File: src/rtl/core/upd_pkg.sv
// shared types, constants and helpers for the url percent decoder
package upd_pkg;

  // character codes
  localparam logic [7:0] ChPercent = 8'h25;
  localparam logic [7:0] ChPlus    = 8'h2B;
  localparam logic [7:0] ChSpace   = 8'h20;
  localparam logic [7:0] ChZero    = 8'h30;
  localparam logic [7:0] ChNine    = 8'h39;
  localparam logic [7:0] ChLowA    = 8'h61;
  localparam logic [7:0] ChLowF    = 8'h66;
  localparam logic [7:0] ChUpA     = 8'h41;
  localparam logic [7:0] ChUpF     = 8'h46;
  localparam logic [7:0] HexAlphaBase = 8'd10;

  // beats per bundle and default queue depth
  localparam int unsigned MaxBeats    = 3;
  localparam int unsigned QueueDepth  = 2;

  typedef struct packed {
    logic [7:0] in_byte;
    logic       is_last;
  } in_beat_t;

  typedef struct packed {
    logic [7:0] out_byte;
    logic       out_last;
  } out_beat_t;

  // results of one input byte, beats[0] goes out first
  typedef struct packed {
    logic [1:0]              cnt;
    out_beat_t [MaxBeats-1:0] beats;
  } bundle_t;

  // escape progress
  typedef enum logic [1:0] {
    PendNone  = 2'd0,
    PendPct   = 2'd1,
    PendDigit = 2'd2
  } pend_e;

  // front status seen by the top level
  typedef struct packed {
    pend_e pend;
  } front_stat_t;

  // back status seen by the top level
  typedef struct packed {
    logic [1:0] idx;
  } back_stat_t;

  function automatic logic is_hex(input logic [7:0] c);
    return ((c >= ChZero) && (c <= ChNine)) ||
           ((c >= ChLowA) && (c <= ChLowF)) ||
           ((c >= ChUpA)  && (c <= ChUpF));
  endfunction

  function automatic logic [3:0] hex_val(input logic [7:0] c);
    logic [7:0] v;
    v = 8'd0;
    if ((c >= ChZero) && (c <= ChNine)) begin
      v = c - ChZero;
    end else if ((c >= ChLowA) && (c <= ChLowF)) begin
      v = c - ChLowA + HexAlphaBase;
    end else if ((c >= ChUpA) && (c <= ChUpF)) begin
      v = c - ChUpA + HexAlphaBase;
    end
    return v[3:0];
  endfunction

endpackage

File: src/rtl/core/url_percent_decoder.sv
// top level of the streaming url percent decoder
// Decodes one encoded byte per cycle unless stalled: "%XY" (hex, either case)
// becomes one byte, '+' becomes a space, and a broken or cut-off escape is sent
// as a literal '%' followed by the held bytes handled again. The front end
// classifies each byte combinationally and writes its results (up to three beats)
// as one bundle into a two-entry queue; the back end sends one beat per cycle,
// unless stalled, through a registered output. Sustained rate is one input byte
// per cycle while each byte yields at most one beat; a byte yielding more holds
// the output until its beats are sent; the input stalls once the queue is full.
// Beats pass the queue, then the output register. No clearing pass after reset.
module url_percent_decoder #(
  parameter int unsigned QDepth = upd_pkg::QueueDepth
) (
  input  logic               clk_i,
  input  logic               rst_ni,
  input  logic               in_valid_i,
  output logic               in_stall_o,
  input  upd_pkg::in_beat_t  in_beat_i,
  output logic               out_valid_o,
  input  logic               out_stall_i,
  output upd_pkg::out_beat_t out_beat_o
);
  import upd_pkg::*;

  logic        q_full;
  logic        push;
  bundle_t     push_bundle;
  logic        head_valid;
  bundle_t     head;
  logic        pop;
  front_stat_t front_stat;
  back_stat_t  back_stat;

  upd_front u_front (
    .clk_i         (clk_i),
    .rst_ni        (rst_ni),
    .in_valid_i    (in_valid_i),
    .in_stall_o    (in_stall_o),
    .in_beat_i     (in_beat_i),
    .q_full_i      (q_full),
    .push_o        (push),
    .push_bundle_o (push_bundle),
    .stat_o        (front_stat)
  );

  upd_queue #(
    .Depth (QDepth)
  ) u_queue (
    .clk_i         (clk_i),
    .rst_ni        (rst_ni),
    .push_i        (push),
    .push_bundle_i (push_bundle),
    .full_o        (q_full),
    .head_valid_o  (head_valid),
    .head_o        (head),
    .pop_i         (pop)
  );

  upd_back u_back (
    .clk_i        (clk_i),
    .rst_ni       (rst_ni),
    .head_valid_i (head_valid),
    .head_i       (head),
    .pop_o        (pop),
    .out_valid_o  (out_valid_o),
    .out_stall_i  (out_stall_i),
    .out_beat_o   (out_beat_o),
    .stat_o       (back_stat)
  );

  // the end of a string leaves no escape pending
  a_last_clears_pend: assert property (@(posedge clk_i) disable iff (!rst_ni)
    (in_valid_i && !in_stall_o && in_beat_i.is_last) |=> (front_stat.pend == PendNone))
    else $error("escape still pending after end of string");

  // a held digit only follows a held percent sign, or stays while no beat comes
  a_digit_after_pct: assert property (@(posedge clk_i) disable iff (!rst_ni)
    (front_stat.pend == PendDigit) |->
      (($past(front_stat.pend) == PendPct) || ($past(front_stat.pend) == PendDigit)))
    else $error("hex digit held without a preceding percent sign");

  // beat index stays inside the head bundle
  a_idx_in_bundle: assert property (@(posedge clk_i) disable iff (!rst_ni)
    head_valid |-> ((head.cnt != 2'd0) && (back_stat.idx < head.cnt)))
    else $error("beat index outside the head bundle");

  // an empty queue means the back end starts a fresh bundle
  a_idx_idle: assert property (@(posedge clk_i) disable iff (!rst_ni)
    !head_valid |-> (back_stat.idx == 2'd0))
    else $error("beat index left over with the queue empty");

endmodule

File: src/rtl/core/upd_front.sv
// front end: takes input beats, tracks escapes and builds result bundles
module upd_front (
  input  logic               clk_i,
  input  logic               rst_ni,
  input  logic               in_valid_i,
  output logic               in_stall_o,
  input  upd_pkg::in_beat_t  in_beat_i,
  input  logic               q_full_i,
  output logic               push_o,
  output upd_pkg::bundle_t   push_bundle_o,
  output upd_pkg::front_stat_t stat_o
);
  import upd_pkg::*;

  pend_e      pend_q, pend_d;
  logic [7:0] held_q, held_d;
  logic       accept;
  logic [7:0] b;
  logic       last;
  logic       b_hex;
  logic       fresh_emit;
  logic       fresh_pend;
  logic [7:0] fresh_byte;
  bundle_t    bund;

  assign in_stall_o = q_full_i;
  assign accept     = in_valid_i && !q_full_i;
  assign b          = in_beat_i.in_byte;
  assign last       = in_beat_i.is_last;
  assign b_hex      = is_hex(b);

  // handling of the new byte with nothing held
  assign fresh_pend = (b == ChPercent) && !last;
  assign fresh_emit = !fresh_pend;
  assign fresh_byte = (b == ChPlus) ? ChSpace : b;

  // escape decoder
  always_comb begin
    pend_d = pend_q;
    held_d = held_q;
    bund   = '0;
    unique case (pend_q)
      PendPct: begin
        if (b_hex && !last) begin
          held_d = b;
          pend_d = PendDigit;
        end else begin
          bund.beats[0] = '{out_byte: ChPercent, out_last: 1'b0};
          bund.beats[1] = '{out_byte: fresh_byte, out_last: last};
          bund.cnt      = fresh_emit ? 2'd2 : 2'd1;
          pend_d        = fresh_pend ? PendPct : PendNone;
        end
      end
      PendDigit: begin
        held_d = 8'd0;
        if (b_hex) begin
          bund.beats[0] = '{out_byte: {hex_val(held_q), hex_val(b)}, out_last: last};
          bund.cnt      = 2'd1;
          pend_d        = PendNone;
        end else begin
          bund.beats[0] = '{out_byte: ChPercent, out_last: 1'b0};
          bund.beats[1] = '{out_byte: held_q, out_last: 1'b0};
          bund.beats[2] = '{out_byte: fresh_byte, out_last: last};
          bund.cnt      = fresh_emit ? 2'd3 : 2'd2;
          pend_d        = fresh_pend ? PendPct : PendNone;
        end
      end
      default: begin
        if (fresh_emit) begin
          bund.beats[0] = '{out_byte: fresh_byte, out_last: last};
          bund.cnt      = 2'd1;
        end
        pend_d = fresh_pend ? PendPct : PendNone;
      end
    endcase
  end

  assign push_o        = accept && (bund.cnt != 2'd0);
  assign push_bundle_o = bund;
  assign stat_o.pend   = pend_q;

  // escape state
  always_ff @(posedge clk_i or negedge rst_ni) begin
    if (!rst_ni) begin
      pend_q <= PendNone;
      held_q <= 8'd0;
    end else if (accept) begin
      pend_q <= pend_d;
      held_q <= held_d;
    end
  end

endmodule

File: src/rtl/core/upd_queue.sv
// short bundle queue between front and back
module upd_queue #(
  parameter int unsigned Depth = upd_pkg::QueueDepth
) (
  input  logic             clk_i,
  input  logic             rst_ni,
  input  logic             push_i,
  input  upd_pkg::bundle_t push_bundle_i,
  output logic             full_o,
  output logic             head_valid_o,
  output upd_pkg::bundle_t head_o,
  input  logic             pop_i
);
  import upd_pkg::*;

  localparam int unsigned AddrW = (Depth > 1) ? $clog2(Depth) : 1;
  localparam int unsigned CntW  = $clog2(Depth + 1);
  localparam logic [AddrW-1:0] LastAddr = AddrW'(Depth - 1);
  localparam logic [CntW-1:0]  FullCnt  = CntW'(Depth);

  bundle_t        mem_q [Depth];
  logic [AddrW-1:0] wr_q, rd_q;
  logic [CntW-1:0]  cnt_q;

  assign full_o       = (cnt_q == FullCnt);
  assign head_valid_o = (cnt_q != '0);
  assign head_o       = mem_q[rd_q];

  // storage
  always_ff @(posedge clk_i) begin
    if (push_i) begin
      mem_q[wr_q] <= push_bundle_i;
    end
  end

  // pointers and fill count
  always_ff @(posedge clk_i or negedge rst_ni) begin
    if (!rst_ni) begin
      wr_q  <= '0;
      rd_q  <= '0;
      cnt_q <= '0;
    end else begin
      if (push_i) begin
        wr_q <= (wr_q == LastAddr) ? '0 : wr_q + 1'b1;
      end
      if (pop_i) begin
        rd_q <= (rd_q == LastAddr) ? '0 : rd_q + 1'b1;
      end
      if (push_i && !pop_i) begin
        cnt_q <= cnt_q + 1'b1;
      end else if (pop_i && !push_i) begin
        cnt_q <= cnt_q - 1'b1;
      end
    end
  end

endmodule

File: src/rtl/core/upd_back.sv
// back end: sends the beats of each bundle through an output register
module upd_back (
  input  logic                 clk_i,
  input  logic                 rst_ni,
  input  logic                 head_valid_i,
  input  upd_pkg::bundle_t     head_i,
  output logic                 pop_o,
  output logic                 out_valid_o,
  input  logic                 out_stall_i,
  output upd_pkg::out_beat_t   out_beat_o,
  output upd_pkg::back_stat_t  stat_o
);
  import upd_pkg::*;

  logic [1:0] idx_q, idx_d;
  logic       valid_q;
  out_beat_t  beat_q;
  logic       load;
  logic       final_beat;

  // output register free or being emptied
  assign load       = head_valid_i && (!valid_q || !out_stall_i);
  assign final_beat = (idx_q == (head_i.cnt - 2'd1));
  assign pop_o      = load && final_beat;
  assign idx_d      = final_beat ? 2'd0 : idx_q + 2'd1;

  assign out_valid_o = valid_q;
  assign out_beat_o  = beat_q;
  assign stat_o.idx  = idx_q;

  // beat index and output valid
  always_ff @(posedge clk_i or negedge rst_ni) begin
    if (!rst_ni) begin
      idx_q   <= 2'd0;
      valid_q <= 1'b0;
    end else begin
      if (load) begin
        idx_q   <= idx_d;
        valid_q <= 1'b1;
      end else if (!out_stall_i) begin
        valid_q <= 1'b0;
      end
    end
  end

  // output beat
  always_ff @(posedge clk_i) begin
    if (load) begin
      beat_q <= head_i.beats[idx_q];
    end
  end

endmodule
File: config.mk
export PLATFORM = sky130hd
export DESIGN_NAME = url_percent_decoder
export DESIGN_NICKNAME = d
export VERILOG_FILES = /design/src/rtl/core/upd_pkg.sv /design/src/rtl/core/url_percent_decoder.sv /design/src/rtl/core/upd_front.sv /design/src/rtl/core/upd_queue.sv /design/src/rtl/core/upd_back.sv
export SDC_FILE = /design/constraint.sdc
export NUM_CORES = 1
export LEC_CHECK = 0
export BUFFER_PORTS_ARGS = -buffer_cell sky130_fd_sc_hd__buf_2
export CORE_UTILIZATION = 55
export DETAILED_ROUTE_END_ITERATION = 8
export HOLD_SLACK_MARGIN = 0.1
export PLACE_DENSITY = 0.73
export RECOVER_POWER = 50
export SYNTH_ARGS = -nofsm -noshare
export SYNTH_HDL_FRONTEND = slang
export SYNTH_SLANG_ARGS = --single-unit
File: constraint.sdc
create_clock -name clk_i -period 4.31 [get_ports clk_i]
set_input_delay 0.2155 -clock clk_i [delete_from_list [all_inputs] [get_ports clk_i]]
set_output_delay 0.2155 -clock clk_i [all_outputs]
set_load 0.005 [all_outputs]
### Word level (Yosys, flattened, before mapping)

Memory sizes are Yosys's and may differ from the RTL's.
Index checks and enable logic that the tools add are counted.

| storage, ports and cells | value |
|---|---|
| output and inout bits | 11 |
| RAM bits | 58 |
| flip-flop bits (word level) | 26 |
| bits of input ports | 13 |
| memories | 1 |

Memories:

| memory | words | bits a word | rd ports | clocked after Yosys merged registers in | write ports | line | source |
|---|---|---|---|---|---|---|---|
| u_queue.mem_q | 2 | 29 | 1 | 0 | 1 | upd_queue.sv:21 | `bundle_t mem_q [Depth];` |

| cells by class | value |
|---|---|
| eq/ne operators | 8 |
| magnitude comparators | 13 |
| add/sub/neg operators | 16 |
| multiplexer cells | 37 |
| reductions and logical operators | 28 |

Operator list:

| kind | number |
|---|---|
| 18-bit 2-to-1 mux | 2 |
| 9-bit 2-to-1 mux | 4 |
| 9-bit case mux with 2 select lines | 2 |
| 8-bit by 7-bit >= comparator with 1-bit output, second input constant | 4 |
| 8-bit by 7-bit less-or-equal comparator with 1-bit output, second input constant | 4 |
| 4-bit 2-to-1 mux | 6 |
| 4-bit by 1-bit subtractor with 4-bit output, second input constant | 6 |
| 9-bit binary-select mux with 2-bit select | 1 |
| 4-bit adder, second input constant | 4 |
| 8-bit by 6-bit equality test with 1-bit output, second input constant | 2 |
| 8-bit by 6-bit >= comparator with 1-bit output, second input constant | 2 |
| 8-bit by 6-bit less-or-equal comparator with 1-bit output, second input constant | 2 |
| 2-bit 2-to-1 mux | 8 |
| 8-bit 2-to-1 mux | 2 |
| 8-bit case mux with 2 select lines | 1 |
| 1-bit logical AND | 14 |
| 1-bit 2-to-1 mux | 9 |
| 2-bit case mux with 2 select lines | 2 |
| 2-bit nonzero test | 4 |
| 1-bit zero test | 6 |
| 2-bit by 1-bit adder with 2-bit output, second input constant | 2 |
| 2-bit equality test, second input constant | 2 |
| 2-bit by 1-bit inequality test with 1-bit output, second input constant | 2 |
| 2-bit by 1-bit subtractor with 2-bit output, second input constant | 2 |
| other kinds (6) | 9 |

### Longest topological paths before layout

| logic depth | value |
|---|---|
| depth after elaboration | 13 |
| depth in mapped cells | 11 |
| depth with buffers taken out | 11 |

### Modules after synthesis

Synthesis repeated with hierarchy kept, for this count alone.

| second synthesis, totals | value |
|---|---|
| cells, all modules | 313 |
| area, all modules | 4224.1 um^2 |

Modules (own cells, without submodules):

| module | cells an instance | times used | area an instance (um^2) |
|---|---|---|---|
| upd_queue | 106 | 1 | 2399.8 |
| upd_front | 147 | 1 | 1178.6 |
| upd_back | 60 | 1 | 645.6 |

### Worst setup path after synthesis

No wires, ideal clock.

| timing path | value |
|---|---|
| path kind | in2reg |
| from | in in_beat_i[1] (netlist name) |
| to | mem u_queue.mem_q[1][0] (netlist name) (enable) |
| buffers on the path | 0 |
| arrival time | 3.442 ns |
| stages on the path | 7 |
| path slack | 0.411 ns |
| setup time | 0.458 ns |
| cells stage by stage | inv_1 ha_1 or3b_1 nand4_1 a211o_1 a21boi_1 nor3b_1 |

| between the ends | value |
|---|---|
| longest elaborated chain between the ends | 11 |

RTL lines:

| what | line | source |
|---|---|---|
| start, declared | url_percent_decoder.sv:18 | `input upd_pkg::in_beat_t in_beat_i,` |
| 8-bit by 6-bit >= comparator with 1-bit output, or another cell as far along | upd_pkg.sv:54 | `return ((c >= ChZero) && (c <= ChNine)) \|\|` |
| 1-bit logical AND (on tied branches) | upd_pkg.sv:54, upd_pkg.sv:55 |  |
| 1-bit logical OR | upd_pkg.sv:54 |  |
| 1-bit logical OR | upd_pkg.sv:55 | `((c >= ChLowA) && (c <= ChLowF)) \|\|` |
| 1-bit logical AND | upd_front.sv:44 | `if (b_hex && !last) begin` |
| 2-bit 2-to-1 mux | upd_front.sv:44 |  |
| 2-bit case mux with 2 select lines (*) | upd_front.sv:42 | `unique case (pend_q)` |
| 2-bit nonzero test (*) | upd_front.sv:78 | `assign push_o = accept && (bund.cnt != 2'd0);` |
| 1-bit logical AND (*) | upd_front.sv:78 |  |
| 1-bit 2-to-1 mux (*) | upd_queue.sv:31 | `if (push_i) begin` |
| 1-bit 2-to-1 mux (not written as such) (*) | upd_queue.sv:32 | `mem_q[wr_q] <= push_bundle_i;` |
| end, declared | upd_queue.sv:21 |  |

Mark *: on every way between the ends. The rest lies on a longest branch, timed or not.

### Worst setup path in the final report

| timing path | value |
|---|---|
| from | in in_beat_i[2] (netlist name) |
| to | mem u_queue.mem_q[1][20] (netlist name) (enable) |

The elaborated chain is that of the path after synthesis.

==> flow_metrics.env <==
export IMPL_outcome="finished, violations left"
export IMPL_violations="max-capacitance violations, max-slew violations"
export IMPL_grt_max_degree=30
export IMPL_ys_ff_latch=84
export IMPL_clockBufferDepth=2
export IMPL_dp_slack_ps=1600
export IMPL_overflow=0
export IMPL_synth_nets=340
export IMPL_final_antenna_net_count=0
export IMPL_reg2regPathDepth=6
export IMPL_finalSetupTns_ps=0
export IMPL_fp_dieW_um=89.0
export IMPL_cts_tree="built"
export IMPL_drt_pass1_iter_count=5
export IMPL_fmaxAchievable_mhz=321
export IMPL_max_stage_delay_ps=1190
export IMPL_crit_type="input port to flop"
export IMPL_yosysWarnings=0
export IMPL_cp_start_kind="input port"
export IMPL_start_util_pct=57.1
export IMPL_die_area_um2=7920
export IMPL_setup_slack_ps=1190
export IMPL_required_ps=4260
export IMPL_synth_top_family_by_area="compound AO/OA/AOI/OAI gates"
export IMPL_hold_viol_final=0
export IMPL_syn_to_final_growth_pct=9.53
export IMPL_wl_mm=8.31
export IMPL_drive_gt1_share_pct=14.9
export IMPL_num_antenna_cells=0
export IMPL_synth_compound_gate_area_share_pct=14.1
export IMPL_synthArstFlopShare_pct=20.2
export IMPL_synth_area_leaders="edfxtp_1 (48%), dfrtp_1 (10%), mux4_2 (4.9%), mux2i_1 (3.4%), ha_1 (3.0%)"
export IMPL_drc_errors=0
export IMPL_synthCells=317
export IMPL_rrSetupSlack_ps=1190
export IMPL_hold_end="u_front.stat_o[1]$_DFFE_PN0P_"
export IMPL_crit_buf_inv=3
export IMPL_syn_area_um2=4160
export IMPL_fin_worst_skew_ps=8.74
export IMPL_yosysSeqAreaShare_pct=58.6
export IMPL_hold_depth=3
export IMPL_final_min_clock_period_ps=3120
export IMPL_synth_area_leader_cell="edfxtp_1"
export IMPL_grt_pass1_wl_mm=13.5
export IMPL_portBuffers=23
export IMPL_crit_path_frequent_cell="clkbuf_1"
export IMPL_synth_main_ff_cell="edfxtp_1"
export IMPL_cap_violations=1
export IMPL_tightest_slew_ps=1620
export IMPL_fin_nets=366
export IMPL_path_delay_family="buffers and inverters"
export IMPL_cts_setup_buffers=0
export IMPL_holdCritPathClass="input port to flop"
export IMPL_p_leak_uw=0.00173
export IMPL_synth_top_area_share_pct=48.3
export IMPL_worstPathArrival_ps=3070
export IMPL_coreArea_um2=7290
export IMPL_avgRoutedWirePerCell_um=18.6
export IMPL_irDropWorstVdd_uv=257
export IMPL_critPathCaptureType="flop"
export IMPL_synthAdderAreaFrac_pct=3.01
export IMPL_synthMuxAreaShare_pct=8.24
export IMPL_num_rows=31
export IMPL_cts_root_buffer_cell="clkbuf_8"
export IMPL_setup_viol=0
export IMPL_numCtsBuffers=9
export IMPL_clock_sinks=84
export IMPL_antenna_found_initial=0
export IMPL_max_slew_margin_pct=-8.30
export IMPL_worstPathCellList="clkbuf_1, inv_1, ha_1, nor2_1, o21ai_0, a21boi_0, a21boi_1, nor3b_2, clkbuf_1"
export IMPL_synth_avg_cell_area_um2=13.1
export IMPL_rsz0062_at_grt="no"
export IMPL_r2r_start="u_front.stat_o[0]$_DFFE_PN0P_"
export IMPL_synth_xor_area_share_pct=1.05
export IMPL_gp_congestion=1.08
export IMPL_first_iter_violations=173
export IMPL_die_h_um=89.0
export IMPL_slowest_stage="clkbuf_1"
export IMPL_clkSlewWorstSetupHoldPaths_ps=90
export IMPL_first_global_vias=2508
export IMPL_ios=24
export IMPL_post_route_period_util_pct=72.4
export IMPL_power_density_nw_per_um2=526
export IMPL_yosys_area_share_simple_pct=12.3
export IMPL_dp_hpwl_mm=5.85
export IMPL_ys_types=61
export IMPL_crit_fanout=29
export IMPL_clock_latency_ps=350
export IMPL_hp_start="in_valid_i"
export IMPL_finalMaxSlewViolations=30
export IMPL_fill_cells=592
export IMPL_synth_edff_count=67
export IMPL_grt_usage_pct=23.8
export IMPL_via_count=2731
export IMPL_vias_per_cell=6.11
export IMPL_htreeDepth=3
export IMPL_r2r_end="u_queue.mem_q[1][20]$_DFFE_PP_"
==> tightest hold or removal path: cells and delay by family <==
kind	cells	cell delay (ps)
buffers and inverters	1	120
AOI/OAI and AO/OA	1	70
and+or+nand+nor	1	60
==> how the worst max path moves through the flow <==
stage                                        start                        endpoint  slack [ps]  cells past startpoint
after floorplan                       in_beat_i[1]   u_queue.mem_q[1][0]$_DFFE_PP_         410                      7
after global placement                in_beat_i[1]  u_queue.mem_q[0][28]$_DFFE_PP_        1760                      7
after detailed placement              in_beat_i[1]  u_queue.mem_q[1][28]$_DFFE_PP_        1600                      7
after CTS                 u_queue.rd_q$_DFFE_PN0P_    u_queue.cnt_q[1]$_DFFE_PN0P_        1850                      8
after global routing                  in_beat_i[2]  u_queue.mem_q[1][23]$_DFFE_PP_         840                      9
final                                 in_beat_i[2]  u_queue.mem_q[1][20]$_DFFE_PP_        1190                      9
==> per-stage QoR <==
step | util, % | cells | instance area [um2] | hold WS [ps] | power (uW)
after floorplan | - | 317 | 4160 | -80.1 | 1690
after CTS | 62.8 | 447 | 4580 | 135 | 2440
after global routing | 62.5 | 447 | 4560 | 147 | 2550
after detailed placement | 59.8 | 429 | 4360 | 176 | 1880
after global placement | 59.8 | 429 | 4360 | 166 | 1860
final | 62.5 | 447 | 4560 | 155 | 2400
==> power by group <==
group          total, uW  switching, uW  leakage [uW]  internal, uW
logic                600            323      0.000773           277
clock network        562            290      0.000100           272
registers           1240            108      0.000854          1130
==> timing repair <==
action | CTS | global route
hold buffers | 2 | 0
resized for setup | 0 | 0
hold endpoints to repair | 18 | 0
==> layout make-up <==
class | count | area [um2] | area share [%]
tap | 99 | 124 | 2.72
sequential | 84 | 2440 | 53.5
timing repair buffer | 29 | 141 | 3.10
clock inverter | 7 | 73.8 | 1.62
multi-input combinational | 208 | 1620 | 35.5
clock buffer | 9 | 124 | 2.72
inverter | 11 | 41.3 | 0.906
==> registers in the layout (all words and copies together), names as in the netlist <==
name,count
u_queue.cnt_q,2
u_back.out_beat_o,9
u_front.stat_o,2
u_front.held_q,8
u_queue.wr_q,1
u_queue.rd_q,1
u_back.stat_o,2
u_queue.mem_q,58
u_back.out_valid_o,1
==> layer usage <==
metal | global-route usage, % | up-vias | routed length, um
met1 | 32.9 | 1306 | 3590
met3 | 6.09 | 14 | 589
met2 | 37.6 | 134 | 4000
li1 | - | 1277 | -
met5 | 0 | - | 0
met4 | 7.36 | 0 | 131
==> cell families after synthesis <==
kind of cell               after synthesis
AOI/OAI and AO/OA                       78
buffers and inverters                   25
DFF                                     84
adders and majority gates               10
muxes                                   23
and+or+nand+nor                         92
xor gates and xnor gates                 5
==> synth_stat cells (all sizes together) (2+ instances only) <==
library cell and instances:
nand2b 4, o2bb2ai 3, o211ai 2, xnor2 3, ha 10, nor3 3
nand3 8, a22oi 2, o21bai 3, o21ai 18, inv 11, mux2i 14
clkbuf 6, nor2b 3, nand4b 2, a21o 5, nand2 27, a211o 3
nor2 20, and3 7, nand3b 2, a21oi 12, nand4 3, xor2 2
a22o 9, a221oi 2, a32o 5, dfrtp 17, edfxtp 67, buf 8
nor4b 2, a21boi 5, mux4 9, and2 4
==> cells in the final DEF, fill, tap and decap left out, drive strengths merged, types with 7 or more instances in the layout <==
master	n
nand2	27
ha	10
edfxtp	67
inv	14
a22o	9
nand3	8
buf	14
mux4	9
o21ai	18
dfrtp	17
and3	7
a21oi	12
nor2	20
clkbuf	22
mux2i	14
(Power assumes the default switching activity.)
